--- src/hw/rtl/cxc_pkg.sv ---
package cxc_pkg;

  // fixed result field widths
  localparam int LAG_BITS = 6;
  localparam int SUM_BITS = 38;

  // result tdata: lag_index, correlation_sum, zero pad to whole bytes
  localparam int OUT_W = ((LAG_BITS + SUM_BITS + 7) / 8) * 8;

  // control from the sequencer to the multiply-accumulate unit
  typedef struct packed {
    logic clear;    // zero the accumulator at the start of a lag
    logic rd_valid; // ram read data is a live operand pair this cycle
  } mac_ctl_t;

endpackage

--- src/hw/rtl/cxc_ram.sv ---
module cxc_ram #(
  parameter int WIDTH = 16,
  parameter int DEPTH = 64
) (
  input  logic                     clk,
  input  logic                     we,
  input  logic [$clog2(DEPTH)-1:0] waddr,
  input  logic [WIDTH-1:0]         wdata,
  input  logic [$clog2(DEPTH)-1:0] raddr,
  output logic [WIDTH-1:0]         rdata
);

  logic [WIDTH-1:0] mem [DEPTH];

  always_ff @(posedge clk) begin
    if (we) begin
      mem[waddr] <= wdata;
    end
    rdata <= mem[raddr];
  end

endmodule

--- src/hw/rtl/cxc_mac.sv ---
module cxc_mac #(
  parameter int SAMPLE_BITS = 16
) (
  input  logic                          clk,
  input  logic                          rst,
  input  cxc_pkg::mac_ctl_t             ctl,
  input  logic signed [SAMPLE_BITS-1:0] a_data,
  input  logic signed [SAMPLE_BITS-1:0] b_data,
  output logic                          busy,
  output logic [cxc_pkg::SUM_BITS-1:0]  sum
);
  import cxc_pkg::*;

  localparam int PROD_W = 2 * SAMPLE_BITS;
  localparam int ACC_W  = (PROD_W > SUM_BITS) ? PROD_W : SUM_BITS;

  logic signed [PROD_W-1:0] prod;
  logic                     prod_valid;
  logic signed [ACC_W-1:0]  acc;
  logic signed [ACC_W-1:0]  prod_ext;

  // sign extend the product; the sum wraps modulo 2^SUM_BITS
  assign prod_ext = ACC_W'(prod);

  // multiply stage
  always_ff @(posedge clk) begin
    prod <= a_data * b_data;
  end

  always_ff @(posedge clk) begin
    if (rst || ctl.clear) begin
      prod_valid <= 1'b0;
    end else begin
      prod_valid <= ctl.rd_valid;
    end
  end

  // accumulate stage
  always_ff @(posedge clk) begin
    if (ctl.clear) begin
      acc <= '0;
    end else if (prod_valid) begin
      acc <= acc + prod_ext;
    end
  end

  assign busy = prod_valid;
  assign sum  = acc[SUM_BITS-1:0];

endmodule

--- src/hw/rtl/circular_cross_correlator_core.sv ---
// circular cross-correlator: pairs (a, b) stream in on the slave side, one
// pair per item, until an item with tlast set or until MAX_LENGTH pairs are
// in, which closes the run as if tlast were set. For a run of n pairs the
// block then sends n result items, lag j = 0 .. n-1, each carrying the exact
// sum over i of a[i] * b[(i + j) mod n], with tlast on lag n-1. Each lag is
// one pass of the single shared multiply-accumulate unit over the two sample
// rams (one read per ram per cycle), then a drain in which the read and
// multiply registers empty and the last product is added, then the handoff
// of the sum to the output register, which waits while that register holds
// a result not yet taken. s_tready is low while the lags are computed; a
// result waiting in the output register does not keep the next run from
// loading.
module circular_cross_correlator_core #(
  parameter int MAX_LENGTH  = 64,
  parameter int SAMPLE_BITS = 16
) (
  input  logic                          clk,
  input  logic                          rst,
  // slave side: sample pairs
  input  logic                          s_tvalid,
  output logic                          s_tready,
  // s_tdata, lowest bit up: sample_a, sample_b, zero pad
  input  logic [((2*SAMPLE_BITS+7)/8)*8-1:0] s_tdata,
  input  logic                          s_tlast,  // last_sample
  // master side: correlation results
  output logic                          m_tvalid,
  input  logic                          m_tready,
  // m_tdata, lowest bit up: lag_index, correlation_sum, zero pad
  output logic [cxc_pkg::OUT_W-1:0]     m_tdata,
  output logic                          m_tlast   // last_result
);
  import cxc_pkg::*;

  localparam int ADDR_W = $clog2(MAX_LENGTH);

  typedef enum logic [3:0] {
    S_LOAD  = 4'b0001,  // taking pairs
    S_RUN   = 4'b0010,  // issuing ram reads for one lag
    S_DRAIN = 4'b0100,  // waiting for the mac pipeline to empty
    S_HOLD  = 4'b1000   // handing the finished sum to the output register
  } state_t;

  state_t state;
  state_t state_next;

  logic [ADDR_W-1:0] count;     // pairs loaded so far in this run
  logic [ADDR_W-1:0] last_idx;  // n - 1 of the run being computed
  logic [ADDR_W-1:0] lag;
  logic [ADDR_W-1:0] idx_a;     // i
  logic [ADDR_W-1:0] idx_b;     // (i + lag) mod n
  logic              rd_valid;
  logic              clear;

  logic signed [SAMPLE_BITS-1:0] in_a;
  logic signed [SAMPLE_BITS-1:0] in_b;
  logic signed [SAMPLE_BITS-1:0] rd_a;
  logic signed [SAMPLE_BITS-1:0] rd_b;

  mac_ctl_t          mac_ctl;
  logic              mac_busy;
  logic [SUM_BITS-1:0] mac_sum;

  logic              out_valid;
  logic [LAG_BITS-1:0] out_lag;
  logic [SUM_BITS-1:0] out_sum;
  logic              out_last;

  logic in_fire;
  logic run_end;
  logic issue_last;
  logic out_free;
  logic lag_last;

  assign in_a = s_tdata[SAMPLE_BITS-1:0];
  assign in_b = s_tdata[2*SAMPLE_BITS-1:SAMPLE_BITS];

  assign s_tready   = (state == S_LOAD);
  assign in_fire    = s_tvalid && s_tready;
  assign run_end    = s_tlast || (count == ADDR_W'(MAX_LENGTH - 1));
  assign issue_last = (idx_a == last_idx);
  assign out_free   = !out_valid || m_tready;
  assign lag_last   = (lag == last_idx);

  // sample stores: written while loading, read once per mac step
  cxc_ram #(
    .WIDTH (SAMPLE_BITS),
    .DEPTH (MAX_LENGTH)
  ) u_ram_a (
    .clk   (clk),
    .we    (in_fire),
    .waddr (count),
    .wdata (in_a),
    .raddr (idx_a),
    .rdata (rd_a)
  );

  cxc_ram #(
    .WIDTH (SAMPLE_BITS),
    .DEPTH (MAX_LENGTH)
  ) u_ram_b (
    .clk   (clk),
    .we    (in_fire),
    .waddr (count),
    .wdata (in_b),
    .raddr (idx_b),
    .rdata (rd_b)
  );

  assign mac_ctl.clear    = clear;
  assign mac_ctl.rd_valid = rd_valid;

  cxc_mac #(
    .SAMPLE_BITS (SAMPLE_BITS)
  ) u_mac (
    .clk    (clk),
    .rst    (rst),
    .ctl    (mac_ctl),
    .a_data (rd_a),
    .b_data (rd_b),
    .busy   (mac_busy),
    .sum    (mac_sum)
  );

  // sequencer
  always_comb begin
    state_next = state;
    unique case (state)
      S_LOAD: begin
        if (in_fire && run_end) begin
          state_next = S_RUN;
        end
      end
      S_RUN: begin
        if (issue_last) begin
          state_next = S_DRAIN;
        end
      end
      S_DRAIN: begin
        // ram read and product registers both empty: sum is final
        if (!rd_valid && !mac_busy) begin
          state_next = S_HOLD;
        end
      end
      S_HOLD: begin
        if (out_free) begin
          state_next = lag_last ? S_LOAD : S_RUN;
        end
      end
      default: state_next = S_LOAD;
    endcase
  end

  always_ff @(posedge clk) begin
    if (rst) begin
      state <= S_LOAD;
    end else begin
      state <= state_next;
    end
  end

  // pair counter and run length
  always_ff @(posedge clk) begin
    if (rst) begin
      count <= '0;
    end else if (in_fire) begin
      count <= run_end ? '0 : count + 1'b1;
    end
  end

  always_ff @(posedge clk) begin
    if (in_fire && run_end) begin
      last_idx <= count;
    end
  end

  // lag and read address walk
  always_ff @(posedge clk) begin
    if (state == S_LOAD) begin
      lag   <= '0;
      idx_a <= '0;
      idx_b <= '0;
    end else if (state == S_RUN) begin
      idx_a <= idx_a + 1'b1;
      idx_b <= (idx_b == last_idx) ? '0 : idx_b + 1'b1;
    end else if (state == S_HOLD && out_free && !lag_last) begin
      lag   <= lag + 1'b1;
      idx_a <= '0;
      idx_b <= lag + 1'b1;
    end
  end

  // read data is live in the cycle after an issue
  always_ff @(posedge clk) begin
    if (rst) begin
      rd_valid <= 1'b0;
    end else begin
      rd_valid <= (state == S_RUN);
    end
  end

  // clear the accumulator in the cycle of each lag's first issue
  always_ff @(posedge clk) begin
    if (rst) begin
      clear <= 1'b1;
    end else begin
      clear <= (state_next == S_RUN) && (state != S_RUN);
    end
  end

  // output register
  always_ff @(posedge clk) begin
    if (rst) begin
      out_valid <= 1'b0;
    end else if (state == S_HOLD && out_free) begin
      out_valid <= 1'b1;
    end else if (m_tready) begin
      out_valid <= 1'b0;
    end
  end

  always_ff @(posedge clk) begin
    if (state == S_HOLD && out_free) begin
      out_lag  <= LAG_BITS'(lag);
      out_sum  <= mac_sum;
      out_last <= lag_last;
    end
  end

  assign m_tvalid = out_valid;
  assign m_tlast  = out_last;
  assign m_tdata  = {{(OUT_W - LAG_BITS - SUM_BITS){1'b0}}, out_sum, out_lag};

endmodule

--- config.mk ---
export PLATFORM = sky130hd
export DESIGN_NAME = circular_cross_correlator_core
export DESIGN_NICKNAME = d
export VERILOG_FILES = /design/src/hw/rtl/cxc_pkg.sv /design/src/hw/rtl/cxc_ram.sv /design/src/hw/rtl/cxc_mac.sv /design/src/hw/rtl/circular_cross_correlator_core.sv
export SDC_FILE = /design/constraint.sdc
export NUM_CORES = 2
export LEC_CHECK = 0
export BUFFER_PORTS_ARGS = -buffer_cell sky130_fd_sc_hd__buf_4
export CAP_MARGIN = 20
export CORE_UTILIZATION = 31
export CTS_CLUSTER_DIAMETER = 30
export DETAILED_ROUTE_END_ITERATION = 12
export RECOVER_POWER = 50
export SYNTH_ARGS = -nofsm -noshare
export SYNTH_HDL_FRONTEND = slang
export SYNTH_HIERARCHICAL = 1
export SYNTH_SLANG_ARGS = --single-unit
--- constraint.sdc ---
create_clock -name clk -period 7.88 [get_ports clk]
set_input_delay 1.182 -clock clk [delete_from_list [all_inputs] [get_ports clk]]
set_output_delay 1.182 -clock clk [all_outputs]
set_load 0.02 [all_outputs]
Yosys cells after proc, flatten, opt, wreduce, memory -nomap -nowiden
Memories as Yosys holds them, arrays and structs flattened. A register that Yosys moved wholly into a read port is not among the register bits. Index checks and enable logic that the tools add are counted. W data, S select, Z words.

Bits in writable memories: 2048. Output and inout port bits: 51. Input bits: 37. Memories: 2. Flip-flop bits (word level): 153. Word-level logic and storage cells: 66.

Equality and inequality tests: 10. Add/sub/neg operators: 5. $mul: 1. Muxes and demuxes: 16. Reductions and logical operators: 16. Bitwise gates (word level): 1.

Memory list: u_ram_a.mem (words 64, bits a word 16, rd ports 1, clocked after memory_dff 1, write ports 1, line cxc_ram.sv:13) `logic [WIDTH-1:0] mem [DEPTH];`; u_ram_b.mem (words 64, bits a word 16, rd ports 1, clocked after memory_dff 1, write ports 1, line cxc_ram.sv:13).

Operators by type and width (count): $add A38 B32 Y38 (1); $mux W6 (6); $mul A16 B16 Y32 (1); $add A6 B1 Y6 const B (4); $eq A6 B6 Y1 (3); $mux W4 (4); $pmux W4 S4 (1); $eq A4 B2 Y1 const B (2); $eq A6 B6 Y1 const B (1); $logic_and A1 B1 Y1 (6); $eq A4 B1 Y1 const B (1); $eq A4 B3 Y1 const B (1); $eq A4 B4 Y1 const B (1); $logic_not A1 Y1 (4); $mux W1 (4); $ne A4 B2 Y1 const B (1); $reduce_bool A2 Y1 (2); $logic_or A1 B1 Y1 (3); $mux W2 (1); $reduce_and A2 Y1 (1); $not A1 Y1 (1).

Depth between registers and ports, before layout
Depth in word-level cells: 7. Gate-level depth with buffers: 23.

By module
The synthesis kept the hierarchy.

Modules (own cells, without submodules): cxc_ram (cells an instance 1829, seq. area each 31069.8 um2, times used 2, area each 40042.2 um2); cxc_mac (cells an instance 1552, seq. area each 1421.4 um2, times used 1, area each 13947.1 um2); circular_cross_correlator_core (cells an instance 251, seq. area each 2152.1 um2, times used 1, area each 3251.9 um2).

Worst setup path before layout
No wires, ideal clock.

Path type: register to register. Start: reg u_ram_b.rdata[7], read port of u_ram_b.mem. End: reg u_mac.prod[25]. Cell stages (with the launch flop): 23. Path slack: 1941 ps. Path buffers: 1. Clock period less this slack: 5939 ps. Arrival: 5820 ps. Cell sequence: dfxtp_1 > clkbuf_1 > nand2_1 > fa_1 > inv_1 > fa_1 > inv_1 > fa_1 > inv_1 > fa_1 > fa_1 > inv_1 > fa_1 > inv_1 > ha_1 > nand3_1 > or2_2 > a2111o_1 > a31oi_1 > nor3_1 > o31ai_1 > a21oi_1 > xnor2_1.

Word-level cells in the longest chain between the ends: 1.

Ends and longest elaborated chain: from (decl) (line cxc_ram.sv:10) `output logic [WIDTH-1:0] rdata`; $mul A16 B16 Y32 (line cxc_mac.sv:27) `prod <= a_data * b_data;`; to (signal assigned) (line cxc_mac.sv:27); to (decl) (line cxc_mac.sv:17) `logic signed [PROD_W-1:0] prod;`.

Every way passes these cells. A chain may end at the register's enable or synchronous reset.

Final worst setup path
Start: reg u_ram_b.rdata[7], read port of u_ram_b.mem. End: reg u_mac.prod[24].

The elaborated chain is that of the path after synthesis.

==> metrics.yaml <==
fin_crit_ns: 6.49
crit_slowest_cell: "dfxtp_1"
htreeDepth: 5
syn-instance-count: 5461
cpMostUsedCell: "fa_1"
slowest_delay_ns: 0.67
final-seq-area_um2: 65700
cts.path.max_buffers: 4
ys_warn_count: 6
min_path_cells: 1
nets: 6248
grtUsageTotal_pct: 14.8
cts_root_buf: "clkbuf_16"
final_hold_viol_count: 0
die_area_um2: 316000
first_pass_iters: 7
cp-end-kind: "register"
synth_area_um2: 97300
cts.clk_slew.worst_paths_ns: 0.04
setup_slack_ns: 1.39
hold_class: "register to register"
syn_area_per_cell_um2: 17.8
cts_hold_buf: 0
wl_per_cell_um: 23.1
dieWidth_um: 562
power_density_nw_per_um2: 404
synth_seq_area_share_pct: 67.5
critPathBufInv: 5
cts_setup_buffers: 0
post-route-period-util_pct: 82.4
arrival_ns: 7.32
via_per_inst: 4.95
r2r_cells: 20
worstPathMaxFanout: 16
grt_max_degree: 117
multi_input_area_um2: 28700
synth_flop_cell: "edfxtp_1"
final_layout_size_suffix_gt1_share_pct: 23.1
hpwl_mm: 143
die_height_um: 562
synth-edff-count: 2099
start_kind: "register"
area_growth_pct: 19.4
fill_cells: 28700
portBuffers: 83
fp-row-count: 205
path_delay_family: "adder cells"
dpl-instance-area_um2: 103000
drt.antenna.violating_nets: 0
grt_pass1_wl_mm: 350
clk_latency_ns: 0.91
outcome: "finished with violations"
synth_async_sr_flop_share_pct: 0
cap_violations: 33
fin_worst_skew_ns: 0.0828
synth.top_cells.by_count: "2099 x edfxtp_1, 440 x mux4_2, 309 x inv_1"
synth.most_common_cell: "edfxtp_1"
post-route-util_pct: 37.3
tritoncts_num_sinks: 2233
final_area_um2: 116000
synth.top_cell.area_share_pct: 64.8
power_leakage_nw: 38.4
core-area_um2: 312000
drc_errors: 0
ys_ff_latch: 2233
violations: "capacitance limit, slew limit"
dpl_worst_slack_ns: 1.37
cts_resized: 0
cp_cell_sequence: "nand2_1, fa_1, inv_1, fa_1, inv_1, fa_1, inv_1, fa_1, fa_1, inv_1, fa_1, inv_1, ha_1, a21o_1, a21o_1, o41a_1, o21a_1, o41ai_1, nand4b_1, o211ai_1"
fmax_mhz: 154
synth_cell_types: 93
ir_drop_uv: 904
cp.required_ns: 8.71
crit_type: "register to register"
rsz0062_at_grt: "false"
drt-total-wl_mm: 238
start_util_pct: 31.2
ios: 88
dr.first_iter.drc_count: 4753
crit_cells: 20
setup_viol: 0
vias: 51000
synth_top_area_cell: "edfxtp_1"
cts_tree: "done"
maxSlewHeadroom_pct: -147
cts_made_buffers: 398
antenna_found_initial: 17
worst_slew_pin_slew_ns: 3.71
drv_slew: 2134
setup_tns_ns: 0
overflow: 0
grt_pass1_vias: 52600
synth_area_leaders: "edfxtp_1 65%, mux4_2 10%, fa_1 5.4%"
routabilityCongestion: 0.843
through the flow:
step                cells  hold WS, ns  power (mW)
floorplan            5464        0.406        26.0
global placement     9562        0.405        29.5
detailed placement   9562        0.417        29.9
CTS                 10300        0.425        47.3
global route        10300        0.445        50.0
finish              10300        0.431        47.0
placed cells by master (no fill, tap or decap), types with 25 or more instances in the layout:
cell type / netlist / routed
nor2_2: 4 / 38
clkinv_1: 0 / 44
mux2_2: 56 / 56
nor2b_1: 67 / 67
nand3_1: 74 / 74
inv_6: 0 / 32
a21o_1: 30 / 30
nand4_1: 37 / 37
fa_1: 263 / 263
clkinv_2: 2 / 70
edfxtp_1: 2099 / 2099
nor2_1: 230 / 197
bufinv_16: 0 / 58
clkbuf_16: 0 / 399
inv_1: 309 / 309
mux2i_1: 184 / 184
xor2_1: 36 / 36
clkbuf_1: 92 / 76
a21oi_1: 99 / 99
a31oi_1: 25 / 25
clkinv_4: 0 / 27
a22oi_1: 80 / 80
nor3_1: 31 / 27
a221oi_1: 34 / 34
o21ai_0: 46 / 47
a211oi_1: 28 / 28
xnor2_1: 52 / 52
clkinvlp_4: 0 / 39
ha_1: 123 / 123
dfxtp_1: 134 / 124
nand2_1: 292 / 292
buf_4: 33 / 178
and2_1: 135 / 130
mux4_2: 440 / 440
registers in the layout (all words and copies together) (netlist names), 4 cells and up:
register and count:
out_lag 6, u_mac/prod 32, idx_b 6, idx_a 6
u_ram_b/rdata 16, last_idx 6, u_mac/sum 38, state 4
u_ram_b/mem 1024, count 6, lag 6, out_sum 38
u_ram_a/mem 1024, u_ram_a/rdata 16
final timing paths:
path	to	startpoint	slack, ns
worst max-delay path	u_mac/prod[24]	u_ram_b/rdata[7]	1.39
worst min-delay path	u_mac/busy	clear	0.43
worst max register to register	u_mac/prod[24]	u_ram_b/rdata[7]	1.39
worst min register to register	u_mac/busy	clear	0.43
final cells by class:
| class | instances | share of cell area (%) |
|---|---|---|
| flip-flops and latches | 2233 | 56.6 |
| multi-input cells | 2651 | 24.7 |
| clock buffers | 434 | 8.73 |
| well taps | 4140 | 4.46 |
| clock inverters | 292 | 3.04 |
| repair buffers | 230 | 1.42 |
| inverters | 311 | 1.01 |
| diodes | 14 | 0.0301 |
cells by family after synthesis:
logic type                 Yosys count  synth area share [%]
DFF                               2233                  67.5
and+or+nand+nor                    968                  4.91
muxes                              688                  12.9
buffers and inverters              580                  3.01
AOI/OAI and AO/OA                  517                  3.80
adders and majority gates          386                  6.99
xor gates and xnor gates            88                 0.792
other                                1               0.00385
power breakdown:
| part | switching, mW | leakage, nW | internal (mW) |
|---|---|---|---|
| clock network | 5.98 | 6.60 | 11.3 |
| logic | 9.33 | 11.7 | 6.85 |
| registers | 0.136 | 20.1 | 13.4 |
layer usage:
metal,up-vias,routed length (um),GRT usage (%)
met2,1778,112000,23.7
met1,26700,101000,19.9
met3,406,18300,3.53
li1,22100,-,-
met5,-,27,0
met4,4,6760,4.49
No activity file was read; power rests on OpenSTA's default activity.
